[config.mk]
export PLATFORM = sky130hd
export DESIGN_NAME = pll_divider_search
export DESIGN_NICKNAME = d
export VERILOG_FILES = /design/src/pds_pkg.sv /design/src/pll_divider_search.sv /design/src/pds_csr.sv /design/src/pds_datapath.sv /design/src/pds_ctrl.sv
export SDC_FILE = /design/constraint.sdc
export NUM_CORES = 1
export LEC_CHECK = 0
export BUFFER_PORTS_ARGS = -buffer_cell sky130_fd_sc_hd__buf_4
export CAP_MARGIN = 25
export CORE_MARGIN = 4
export CORE_UTILIZATION = 45
export DETAILED_ROUTE_END_ITERATION = 7
export GPL_TIMING_DRIVEN = 0
export MAX_ROUTING_LAYER = met4
export REMOVE_ABC_BUFFERS = 1
export SLEW_MARGIN = 20
export SYNTH_ARGS = -nofsm -noshare
export SYNTH_HDL_FRONTEND = slang
export SYNTH_HIERARCHICAL = 1
export SYNTH_SLANG_ARGS = --single-unit
[constraint.sdc]
create_clock -name clock -period 4.1 [get_ports clock]
set_input_delay 1.23 -clock clock [delete_from_list [all_inputs] [get_ports clock]]
set_output_delay 1.23 -clock clock [all_outputs]
set_load 0.02 [all_outputs]
[src/pds_pkg.sv]
// Package for the PLL divider search: register indexes, defaults and shared types.
package pds_pkg;

   // Search limits for the three code counters
   localparam int MULT_CODE_MAX_DEF = 30;
   localparam int PRE_CODE_MAX_DEF  = 30;
   localparam int POST_CODE_MAX_DEF = 3;

   // Configuration port geometry
   localparam int CSR_IDX_W  = 3;
   localparam int CSR_DATA_W = 10;

   // Register indexes
   localparam logic [CSR_IDX_W-1:0] CSR_REF_FREQ   = 3'd0;
   localparam logic [CSR_IDX_W-1:0] CSR_VCO_MIN    = 3'd1;
   localparam logic [CSR_IDX_W-1:0] CSR_VCO_MAX    = 3'd2;
   localparam logic [CSR_IDX_W-1:0] CSR_TARGET_MIN = 3'd3;
   localparam logic [CSR_IDX_W-1:0] CSR_TARGET_MAX = 3'd4;

   // Register reset values
   localparam logic [5:0] REF_FREQ_RST   = 6'd12;
   localparam logic [9:0] VCO_MIN_RST    = 10'd280;
   localparam logic [9:0] VCO_MAX_RST    = 10'd550;
   localparam logic [7:0] TARGET_MIN_RST = 8'd5;
   localparam logic [7:0] TARGET_MAX_RST = 8'd120;

   // Register file contents
   typedef struct packed {
      logic [5:0] ref_freq;
      logic [9:0] vco_min;
      logic [9:0] vco_max;
      logic [7:0] target_min;
      logic [7:0] target_max;
   } cfg_type;

   // Controller to datapath commands
   typedef struct packed {
      logic load;
      logic step;
      logic capture_hit;
      logic capture_miss;
   } cmd_type;

   // Datapath to controller status
   typedef struct packed {
      logic in_range;
      logic match;
      logic last;
   } status_type;

   // Controller states
   typedef enum logic [2:0] {
      ST_IDLE    = 3'b001,
      ST_SEARCH  = 3'b010,
      ST_RESPOND = 3'b100
   } state_type;

endpackage

[src/pll_divider_search.sv]
// Top level of the PLL divider search: register file, controller and datapath.
//
// Pulse start while busy is low to submit target_mhz. A target outside the
// target window answers in the cycle right after the accepting edge. Otherwise
// the datapath tries one (post, pre, mult) candidate per cycle, mult innermost,
// and stops on the first hit, or with a miss after the last candidate. Each
// candidate is checked by the single compare unit fed from running-sum
// registers, and the word is presented in ST_RESPOND. The result word appears
// for exactly one cycle with rsp_strobe high and is not held: the receiver
// must take it then. busy stays high until the strobe cycle has passed. Write
// configuration only while busy is low.
module pll_divider_search #(
   parameter int MULT_CODE_MAX = pds_pkg::MULT_CODE_MAX_DEF,
   parameter int PRE_CODE_MAX  = pds_pkg::PRE_CODE_MAX_DEF,
   parameter int POST_CODE_MAX = pds_pkg::POST_CODE_MAX_DEF
) (
   input  logic                           clock,
   input  logic                           reset,
   input  logic                           csr_write_en,
   input  logic [pds_pkg::CSR_IDX_W-1:0]  csr_index,
   input  logic [pds_pkg::CSR_DATA_W-1:0] csr_wdata,
   input  logic                           start,
   output logic                           busy,
   input  logic [7:0]                     req_target_mhz,
   output logic                           rsp_strobe,
   output logic                           rsp_found,
   output logic [4:0]                     rsp_mult_code,
   output logic [4:0]                     rsp_pre_code,
   output logic [1:0]                     rsp_post_code
);

   pds_pkg::cfg_type    cfg;
   pds_pkg::cmd_type    cmd;
   pds_pkg::status_type status;

   pds_csr u_csr (
      .clock        (clock),
      .reset        (reset),
      .csr_write_en (csr_write_en),
      .csr_index    (csr_index),
      .csr_wdata    (csr_wdata),
      .cfg          (cfg)
   );

   pds_ctrl u_ctrl (
      .clock      (clock),
      .reset      (reset),
      .start      (start),
      .status     (status),
      .cmd        (cmd),
      .busy       (busy),
      .rsp_strobe (rsp_strobe)
   );

   pds_datapath #(
      .MULT_CODE_MAX (MULT_CODE_MAX),
      .PRE_CODE_MAX  (PRE_CODE_MAX),
      .POST_CODE_MAX (POST_CODE_MAX)
   ) u_datapath (
      .clock          (clock),
      .cfg            (cfg),
      .req_target_mhz (req_target_mhz),
      .cmd            (cmd),
      .status         (status),
      .rsp_found      (rsp_found),
      .rsp_mult_code  (rsp_mult_code),
      .rsp_pre_code   (rsp_pre_code),
      .rsp_post_code  (rsp_post_code)
   );

   // Result strobe lasts a single cycle
   a_strobe_single: assert property (@(posedge clock) disable iff (reset)
      rsp_strobe |=> !rsp_strobe)
      else $error("result strobe held longer than one cycle");

   // A miss reports all codes zero
   a_miss_zero: assert property (@(posedge clock) disable iff (reset)
      (rsp_strobe && !rsp_found) |->
         (rsp_mult_code == 5'd0 && rsp_pre_code == 5'd0 && rsp_post_code == 2'd0))
      else $error("miss reported with nonzero codes");

   // An accepted word makes the block busy
   a_accept_busy: assert property (@(posedge clock) disable iff (reset)
      (start && !busy) |=> busy)
      else $error("accepted word did not raise busy");

   // The strobe only comes while busy
   a_strobe_busy: assert property (@(posedge clock) disable iff (reset)
      rsp_strobe |-> busy)
      else $error("result strobe outside a busy period");

endmodule

[src/pds_csr.sv]
// Configuration register file for the PLL divider search.
module pds_csr (
   input  logic                           clock,
   input  logic                           reset,
   input  logic                           csr_write_en,
   input  logic [pds_pkg::CSR_IDX_W-1:0]  csr_index,
   input  logic [pds_pkg::CSR_DATA_W-1:0] csr_wdata,
   output pds_pkg::cfg_type               cfg
);

   pds_pkg::cfg_type cfg_ff;

   // Write the addressed register; drop writes to unknown indexes
   always_ff @(posedge clock) begin
      if (reset) begin
         cfg_ff.ref_freq   <= pds_pkg::REF_FREQ_RST;
         cfg_ff.vco_min    <= pds_pkg::VCO_MIN_RST;
         cfg_ff.vco_max    <= pds_pkg::VCO_MAX_RST;
         cfg_ff.target_min <= pds_pkg::TARGET_MIN_RST;
         cfg_ff.target_max <= pds_pkg::TARGET_MAX_RST;
      end else if (csr_write_en) begin
         unique case (csr_index)
            pds_pkg::CSR_REF_FREQ:   cfg_ff.ref_freq   <= csr_wdata[5:0];
            pds_pkg::CSR_VCO_MIN:    cfg_ff.vco_min    <= csr_wdata[9:0];
            pds_pkg::CSR_VCO_MAX:    cfg_ff.vco_max    <= csr_wdata[9:0];
            pds_pkg::CSR_TARGET_MIN: cfg_ff.target_min <= csr_wdata[7:0];
            pds_pkg::CSR_TARGET_MAX: cfg_ff.target_max <= csr_wdata[7:0];
            default: ;
         endcase
      end
   end

   assign cfg = cfg_ff;

endmodule

[src/pds_datapath.sv]
// Datapath of the PLL divider search: code counters, running products, result word.
module pds_datapath #(
   parameter int MULT_CODE_MAX = pds_pkg::MULT_CODE_MAX_DEF,
   parameter int PRE_CODE_MAX  = pds_pkg::PRE_CODE_MAX_DEF,
   parameter int POST_CODE_MAX = pds_pkg::POST_CODE_MAX_DEF
) (
   input  logic                 clock,
   input  pds_pkg::cfg_type     cfg,
   input  logic [7:0]           req_target_mhz,
   input  pds_pkg::cmd_type     cmd,
   output pds_pkg::status_type  status,
   output logic                 rsp_found,
   output logic [4:0]           rsp_mult_code,
   output logic [4:0]           rsp_pre_code,
   output logic [1:0]           rsp_post_code
);

   localparam int MW = $clog2(MULT_CODE_MAX + 1);
   localparam int PW = $clog2(PRE_CODE_MAX + 1);
   localparam int DW = (POST_CODE_MAX > 0) ? $clog2(POST_CODE_MAX + 1) : 1;
   // Wide enough for 2*ref*(m+1), vco*(p+1) and target*(d+1)*(p+1)
   localparam int CW = 10 + $clog2(MULT_CODE_MAX + 2) + $clog2(PRE_CODE_MAX + 2)
                       + $clog2(POST_CODE_MAX + 2);

   logic [MW-1:0] m_ff, m_in;
   logic [PW-1:0] p_ff, p_in;
   logic [DW-1:0] d_ff, d_in;
   logic [7:0]    target_ff, target_in;
   logic [CW-1:0] num_ff, num_in;    // 2*ref*(m+1)
   logic [CW-1:0] lo_ff, lo_in;      // vco_min*(p+1)
   logic [CW-1:0] hi_ff, hi_in;      // vco_max*(p+1)
   logic [CW-1:0] td_ff, td_in;      // target*(d+1)
   logic [CW-1:0] want_ff, want_in;  // target*(d+1)*(p+1)

   logic          found_ff, found_in;
   logic [4:0]    mult_ff, mult_in;
   logic [4:0]    pre_ff, pre_in;
   logic [1:0]    post_ff, post_in;

   logic [CW-1:0] two_ref;
   logic [CW-1:0] vmin_w;
   logic [CW-1:0] vmax_w;
   logic [CW-1:0] tgt_w;
   logic          m_last, p_last, d_last;

   assign two_ref = CW'({cfg.ref_freq, 1'b0});
   assign vmin_w  = CW'(cfg.vco_min);
   assign vmax_w  = CW'(cfg.vco_max);
   assign tgt_w   = CW'(target_ff);

   assign m_last = (m_ff == MW'(MULT_CODE_MAX));
   assign p_last = (p_ff == PW'(PRE_CODE_MAX));
   assign d_last = (d_ff == DW'(POST_CODE_MAX));

   // Status toward the controller
   always_comb begin
      status.in_range = (req_target_mhz >= cfg.target_min) &&
                        (req_target_mhz <= cfg.target_max);
      status.match    = (num_ff >= lo_ff) && (num_ff <= hi_ff) && (num_ff == want_ff);
      status.last     = m_last && p_last && d_last;
   end

   // Advance the candidate triple, m innermost, d outermost
   always_comb begin
      m_in      = m_ff;
      p_in      = p_ff;
      d_in      = d_ff;
      target_in = target_ff;
      num_in    = num_ff;
      lo_in     = lo_ff;
      hi_in     = hi_ff;
      td_in     = td_ff;
      want_in   = want_ff;
      if (cmd.load) begin
         m_in      = '0;
         p_in      = '0;
         d_in      = '0;
         target_in = req_target_mhz;
         num_in    = two_ref;
         lo_in     = vmin_w;
         hi_in     = vmax_w;
         td_in     = CW'(req_target_mhz);
         want_in   = CW'(req_target_mhz);
      end else if (cmd.step) begin
         if (!m_last) begin
            m_in   = m_ff + MW'(1);
            num_in = num_ff + two_ref;
         end else begin
            m_in   = '0;
            num_in = two_ref;
            if (!p_last) begin
               p_in    = p_ff + PW'(1);
               lo_in   = lo_ff + vmin_w;
               hi_in   = hi_ff + vmax_w;
               want_in = want_ff + td_ff;
            end else begin
               p_in    = '0;
               lo_in   = vmin_w;
               hi_in   = vmax_w;
               d_in    = d_ff + DW'(1);
               td_in   = td_ff + tgt_w;
               want_in = td_ff + tgt_w;
            end
         end
      end
   end

   // Latch the result word
   always_comb begin
      found_in = found_ff;
      mult_in  = mult_ff;
      pre_in   = pre_ff;
      post_in  = post_ff;
      if (cmd.capture_hit) begin
         found_in = 1'b1;
         mult_in  = 5'(m_ff);
         pre_in   = 5'(p_ff);
         post_in  = 2'(d_ff);
      end else if (cmd.capture_miss) begin
         found_in = 1'b0;
         mult_in  = '0;
         pre_in   = '0;
         post_in  = '0;
      end
   end

   always_ff @(posedge clock) begin
      m_ff      <= m_in;
      p_ff      <= p_in;
      d_ff      <= d_in;
      target_ff <= target_in;
      num_ff    <= num_in;
      lo_ff     <= lo_in;
      hi_ff     <= hi_in;
      td_ff     <= td_in;
      want_ff   <= want_in;
      found_ff  <= found_in;
      mult_ff   <= mult_in;
      pre_ff    <= pre_in;
      post_ff   <= post_in;
   end

   assign rsp_found     = found_ff;
   assign rsp_mult_code = mult_ff;
   assign rsp_pre_code  = pre_ff;
   assign rsp_post_code = post_ff;

endmodule

[src/pds_ctrl.sv]
// Controller of the PLL divider search: sequences load, search steps and the result strobe.
module pds_ctrl (
   input  logic                clock,
   input  logic                reset,
   input  logic                start,
   input  pds_pkg::status_type status,
   output pds_pkg::cmd_type    cmd,
   output logic                busy,
   output logic                rsp_strobe
);

   pds_pkg::state_type state_ff, state_in;

   // Next state and datapath commands
   always_comb begin
      state_in = state_ff;
      cmd      = '0;
      unique case (state_ff)
         pds_pkg::ST_IDLE: begin
            if (start) begin
               cmd.load = 1'b1;
               if (status.in_range) begin
                  state_in = pds_pkg::ST_SEARCH;
               end else begin
                  cmd.capture_miss = 1'b1;
                  state_in         = pds_pkg::ST_RESPOND;
               end
            end
         end
         pds_pkg::ST_SEARCH: begin
            priority if (status.match) begin
               cmd.capture_hit = 1'b1;
               state_in        = pds_pkg::ST_RESPOND;
            end else if (status.last) begin
               cmd.capture_miss = 1'b1;
               state_in         = pds_pkg::ST_RESPOND;
            end else begin
               cmd.step = 1'b1;
            end
         end
         pds_pkg::ST_RESPOND: begin
            state_in = pds_pkg::ST_IDLE;
         end
         default: begin
            state_in = pds_pkg::ST_IDLE;
         end
      endcase
   end

   always_ff @(posedge clock) begin
      if (reset) begin
         state_ff <= pds_pkg::ST_IDLE;
      end else begin
         state_ff <= state_in;
      end
   end

   assign busy       = (state_ff != pds_pkg::ST_IDLE);
   assign rsp_strobe = (state_ff == pds_pkg::ST_RESPOND);

endmodule

==> results of run 1 <==
## flip-flops by register name, summed over array words and instances, names as in the netlist, 3 cells and up
register / count
u_datapath/lo_ff: 23
u_datapath/rsp_pre_code: 5
u_datapath/hi_ff: 23
u_datapath/td_ff: 23
u_datapath/p_ff: 5
u_datapath/rsp_mult_code: 5
u_ctrl/state_ff: 3
u_datapath/target_ff: 8
u_datapath/num_ff: 23
u_csr/cfg: 42
u_datapath/m_ff: 5
u_datapath/want_ff: 23
## cells by family after synthesis
family	Yosys count
AND/OR/NAND/NOR	481
AO/OA/AOI/OAI	278
flip-flops	193
XOR/XNOR	134
buffers and inverters	131
adder cells (fa/ha/maj)	128
multiplexers	49
## worst max path at each step
stage | startpoint | depth (start not counted) | slack, ps | endpoint
global route | u_datapath/num_ff[1] | 16 | -40 | u_datapath/td_ff[16]
global placement | start | 6 | -3800 | u_datapath/p_ff[1]
floorplan | u_datapath/num_ff[1] | 13 | -1210 | u_datapath/p_ff[1]
CTS | u_datapath/num_ff[1] | 16 | 30 | u_datapath/hi_ff[15]
finish | u_datapath/num_ff[1] | 15 | 140 | u_datapath/want_ff[19]
detailed placement | u_datapath/num_ff[1] | 15 | -1810 | u_datapath/lo_ff[17]
## power by group
part           switching [mW]  total, mW  internal (mW)
clock network           0.813       1.61          0.797
registers              0.0564       2.12           2.07
logic                   0.476      0.824          0.348
total                    1.35       4.56           3.21
## worst reg2reg max path: stages (launching register included)
cell	delay [ps]
edfxtp_1	440
ha_1	330
nor2b_1	140
o21ai_0	140
nand2b_1	80
a2111oi_1	420
o21ai_1	190
a211oi_2	260
a221oi_2	140
or3_4	460
clkinv_8	150
and2_4	240
nand2_4	120
or4_1	570
mux2i_1	150
nor3_1	70
## cells in the final DEF, fill, tap and decap left out, drive strengths merged, types with 6 or more instances in the layout
cell type	instances
ha	123
nand2b	47
nor3	30
dfxtp	131
o211ai	9
a21o	43
or3	6
nand2	84
a311oi	6
o21ai	61
xnor2	88
edfxtp	62
xor2	46
a21oi	63
a22o	12
nand4	37
o31ai	7
or2	8
mux2i	46
a211oi	14
o21bai	7
and2	22
buf	51
nor2b	13
inv	92
and4	6
and3	10
nor2	155
a2111oi	6
nand3	29
o21a	12
nor4	13
clkbuf	18
## per-stage QoR
step           area, sq um  instances  power [mW]
2_1_floorplan        12500       1347        2.72
3_3_place_gp         13200       1764        2.94
3_5_place_dp         13300       1768        2.97
4_1_cts              14000       1809        4.60
5_1_grt              14100       1811        4.79
6_report             14100       1811        4.56
## metal layers
layer	vias up	GRT usage	share of wire
met2	187	0.330	0.46
met1	4755	0.286	0.49
met3	39	0.0196	0.031
li1	5031	-	-
met4	0	0.0591	0.019
met5	-	-	0
## final cells by class
| class | count | area share |
|---|---|---|
| multi-input combinational | 1072 | 0.553 |
| sequential | 193 | 0.319 |
| tap | 378 | 0.0336 |
| timing repair buffer | 52 | 0.0320 |
| clock buffer | 17 | 0.0302 |
| inverter | 84 | 0.0235 |
| clock inverter | 15 | 0.00871 |
## what timing repair did
action / in CTS / in global routing
pin swaps: 1 / 1
resized for setup: 16 / 9
setup endpoints to repair: 125 / 109
hold endpoints to repair: 0 / 0
buffers inserted: 7 / 1
cloned: 2 / 0
==> results.toml, run 1 <==
[floorplanning]
coreArea_sq_mm = 0.0278
fp-row-count = 61
dieHeight_um = 176
pin_count = 40
die_w_um = 176
die-area_sq_mm = 0.0309
start_util = 0.455

[worst_setup_path]
crit_arrival_ps = 4290
cp_cell_sequence = "ha_1 > nor2b_1 > o21ai_0 > nand2b_1 > a2111oi_1 > o21ai_1 > a211oi_2 > a221oi_2 > or3_4 > clkinv_8 > and2_4 > nand2_4 > or4_1 > mux2i_1 > nor3_1"
r2r_cells = 15
rr_endpoint = "u_datapath/want_ff[19]"
path_class = "register to register"
cp_slowest_stage_delay_ps = 560
cp-end-kind = "register"
cp-start-kind = "register"
slowest_stage = "or4_1"
cp_num_buf_inv = 1
rrSetupSlack_ps = 140
worstReg2RegStart = "u_datapath/num_ff[1]"
path_max_fanout = 27
required_ps = 4430
cpLargestDelayFamily = "simple AND/OR/NAND/NOR gates"

[synthesis]
synth_flop_cell = "dfxtp_1"
synth_xor_area_frac = 0.0928
yosysMostFrequentCell = "nor2_1"
syn_area_sq_mm = 0.0126
synth_commonest_cells = "nor2_1, dfxtp_1, ha_1"
ys_warn_count = 6
synth_edf_count = 62
synth_mux_area_frac = 0.0391
ys_ff_latch = 193
synthCells = 1394
ys_seq_area_frac = 0.355
synthTopCellsByArea = "dfxtp_1, edfxtp_1, ha_1"
synth_compound_area_frac = 0.152
synth_top_area_cell = "dfxtp_1"
synth_top_family_by_area = "simple AND/OR/NAND/NOR gates"
yosys.cell_types.count = 78
synthArstFlopShare = 0
avgSynthCellArea_sq_um = 9.07
yosys.area.top_type_share = 0.207
synth_fa_ha_area_frac = 0.130
yosys.area_share.simple = 0.192

[drt]
drc = 0
via_count = 10000
antenna_left = 0
drtIter0Drc = 657
viasPerCell = 5.53
firstDrtPassIters = 5
drt-total-wl_um = 30900
wl_per_cell_um = 17.0

[hold_path]
hold_path.class = "register to register"
hold_path_depth = 1
hold_end = "u_datapath/rsp_found"
worstHoldStart = "u_datapath/rsp_found"

[global_routing]
antenna_found_initial = 0
grt_usage = 0.208
gr-total-overflow = 0
grt_pass1_vias = 9665
grt_max_degree = 64
grt_first_pass_wirelength_um = 50900

[sta]
setup_viol = 0
fmax_mhz = 253
min_period_ps = 3960
slew_headroom = 0.356
setup_slack_ps = 141
post-route-period-util = 0.966
tns_ps = 0
final_max_slew_viol_count = 0
worst_pin_slew_ps = 963
skew_ps = 12.2
worst_hold_slack_ps = 456
hold_viol_final = 0

[clocking]
ctsHoldBuffers = 0
clock-root-buffer = "clkbuf_16"
tritoncts = "yes"
clock-sinks = 193
insertion_delay_ps = 430
htree_num_levels = 4
clk_pin_slew_worst_paths_ps = 80
numCtsBuffers = 17
clockBufferDepth = 2

[final_layout]
syn2layout_area_growth_pct = 11.3
num-nets-final = 1573
multi_input_area_sq_mm = 0.00779
antenna_cells = 0
regArea_sq_mm = 0.00448
fillers = 2671
fin_util = 0.507
drive_above_1_share = 0.0949

[outcome]
status = "completed"

[placed_design]
gp_congestion = 0.881
place_ws_ps = -1810
hpwl_um = 22600
io_buffers = 39

[power_and_ir_drop]
vdd_drop_max_uv = 222
pwr_density_cell_mw_per_mm2 = 324
power_leakage_nw = 5.87

[run]
cap_violations = 0
Power figures use the tool's default switching activity.
==> run 2: changes to the inputs <==
SLEW_MARGIN = unset   (was 20)
clock period = 4.05 ns   (was 4.1 ns; I/O delays follow)
==> run 2 against run 1 <==
Compared with the run above: critical path depth unchanged; global-route usage grew 0.14 points; via count shrank 0.15%; cell area is 0.45% higher; register-to-register slack gained 40 ps.
==> results.toml, run 2 (synthesis gave the netlist of run 1 again) <==
[worst_setup_path]
crit_arrival_ps = 4200
required_ps = 4380
cp-end-kind = "register"
path_class = "register to register"
cp_cell_sequence = "ha_1 > nor2b_1 > o21ai_0 > nand2b_1 > a2111oi_4 > o21ai_2 > a211oi_2 > a221oi_2 > or3_4 > clkinv_8 > and2_4 > nand2_2 > or4_1 > mux2i_1 > nor3_1"
slowest_stage = "or4_1"
path_max_fanout = 14
cp_slowest_stage_delay_ps = 580
cpLargestDelayFamily = "simple AND/OR/NAND/NOR gates"
cp-start-kind = "register"
cp_num_buf_inv = 1

[sta]
skew_ps = 18.3
setup_viol = 0
worst_hold_slack_ps = 454
final_max_slew_viol_count = 0
hold_viol_final = 0
worst_pin_slew_ps = 873
min_period_ps = 3870
fmax_mhz = 258
post-route-period-util = 0.956
slew_headroom = 0.417

[global_routing]
gr-total-overflow = 0
grt_pass1_vias = 9637
grt_first_pass_wirelength_um = 51000
grt_max_degree = 64
antenna_found_initial = 0
grt_usage = 0.210

[drt]
wl_met1_um = 15200
drt-total-wl_um = 31300
via_count = 9997
drtIter0Drc = 647
highest_layer = "met4"
routed-wl-met3_um = 1160
drc = 0
antenna_left = 0
viasPerCell = 5.49
met2_length_um = 14400
wl_per_cell_um = 17.2
firstDrtPassIters = 6

[floorplanning]
die-area_sq_mm = 0.0309
coreArea_sq_mm = 0.0278
dieHeight_um = 176
die_w_um = 176
pin_count = 40
start_util = 0.455
fp-row-count = 61

[run]
cap_violations = 0

[power_and_ir_drop]
pwr_density_cell_mw_per_mm2 = 329
power_leakage_nw = 5.91
vdd_drop_max_uv = 227

[final_layout]
drive_above_1_share = 0.0999
num-nets-final = 1581
stdcell_area_sq_mm = 0.0141
syn2layout_area_growth_pct = 11.8
largest_register_ffs = 42
final_cells = 1820
fin_util = 0.509
final_cell_mix = "nor2_1, dfxtp_1, ha_1"
layout_commonest_cell = "nor2_1"

[placed_design]
place_area_sq_mm = 0.0133
dp.cells = 1770
io_buffers = 39
hpwl_um = 22700
gp_congestion = 0.881

[clocking]
htree_num_levels = 4
insertion_delay_ps = 440
clock-sinks = 193
clockBufferDepth = 2
numCtsBuffers = 17
clock-root-buffer = "clkbuf_16"
clk_pin_slew_worst_paths_ps = 80
ctsHoldBuffers = 0
tritoncts = "yes"

[hold_path]
hold_path.class = "register to register"

[outcome]
status = "completed"
==> run 2: area by class of cell <==
class / instances / area (sq um)
fillers: 2700 / 13600
multi-input cells: 1072 / 7790
flip-flops and latches: 193 / 4480
repair buffers: 59 / 502
well taps: 378 / 473
clock buffers: 18 / 429
inverters: 84 / 328
clock inverters: 14 / 124
repair inverters: 1 / 8.76
diodes: 1 / 2.50
==> run 2: worst register-to-register path, cell delays in order (launching register included) <==
cell and delay [ps]:
edfxtp_1 440, ha_1 330, nor2b_1 130, o21ai_0 160
nand2b_1 120, a2111oi_4 380, o21ai_2 130, a211oi_2 260
a221oi_2 140, or3_4 390, clkinv_8 110, and2_4 230
nand2_2 170, or4_1 580, mux2i_1 140, nor3_1 60
==> run 2: timing repair <==
item,in CTS,in global routing
gates cloned,2,1
pin swaps,1,6
buffers inserted,8,5
resized for setup,20,6
endpoints found under the setup margin,125,47
==> run 2: per-stage QoR <==
step / setup WS [ps] / TNS [ps] / power (mW)
after floorplan: -1260 / -85940 / 2.76
after global placement: -3840 / -353550 / 2.98
after detailed placement: -1940 / -146870 / 3.01
after CTS: 21.4 / 0 / 4.68
after global routing: -14.4 / -14.4 / 4.88
final: 180 / 0 / 4.65
==> run 2: worst paths after layout <==
| check | start | end | slack (ps) | cells past startpoint |
|---|---|---|---|---|
| worst max-delay path | u_datapath/num_ff[1] | u_datapath/want_ff[19] | 180 | 15 |
| worst min-delay path | u_datapath/rsp_found | u_datapath/rsp_found | 450 | 1 |
| worst max register to register | u_datapath/num_ff[1] | u_datapath/want_ff[19] | 180 | 15 |
| worst min register to register | u_datapath/rsp_found | u_datapath/rsp_found | 450 | 1 |
==> run 2: report_power, final <==
| group | leakage, nW | switching [mW] | internal [mW] |
|---|---|---|---|
| clock | 0.273 | 0.841 | 0.812 |
| sequential | 1.64 | 0.0571 | 2.09 |
| combinational | 4.00 | 0.488 | 0.361 |
==> run 2: per-layer routing <==
layer  vias up  global-route usage
met4         0              0.0523
met2       215               0.335
met5         -                   -
met3        34              0.0280
li1       5041                   -
met1      4707               0.284
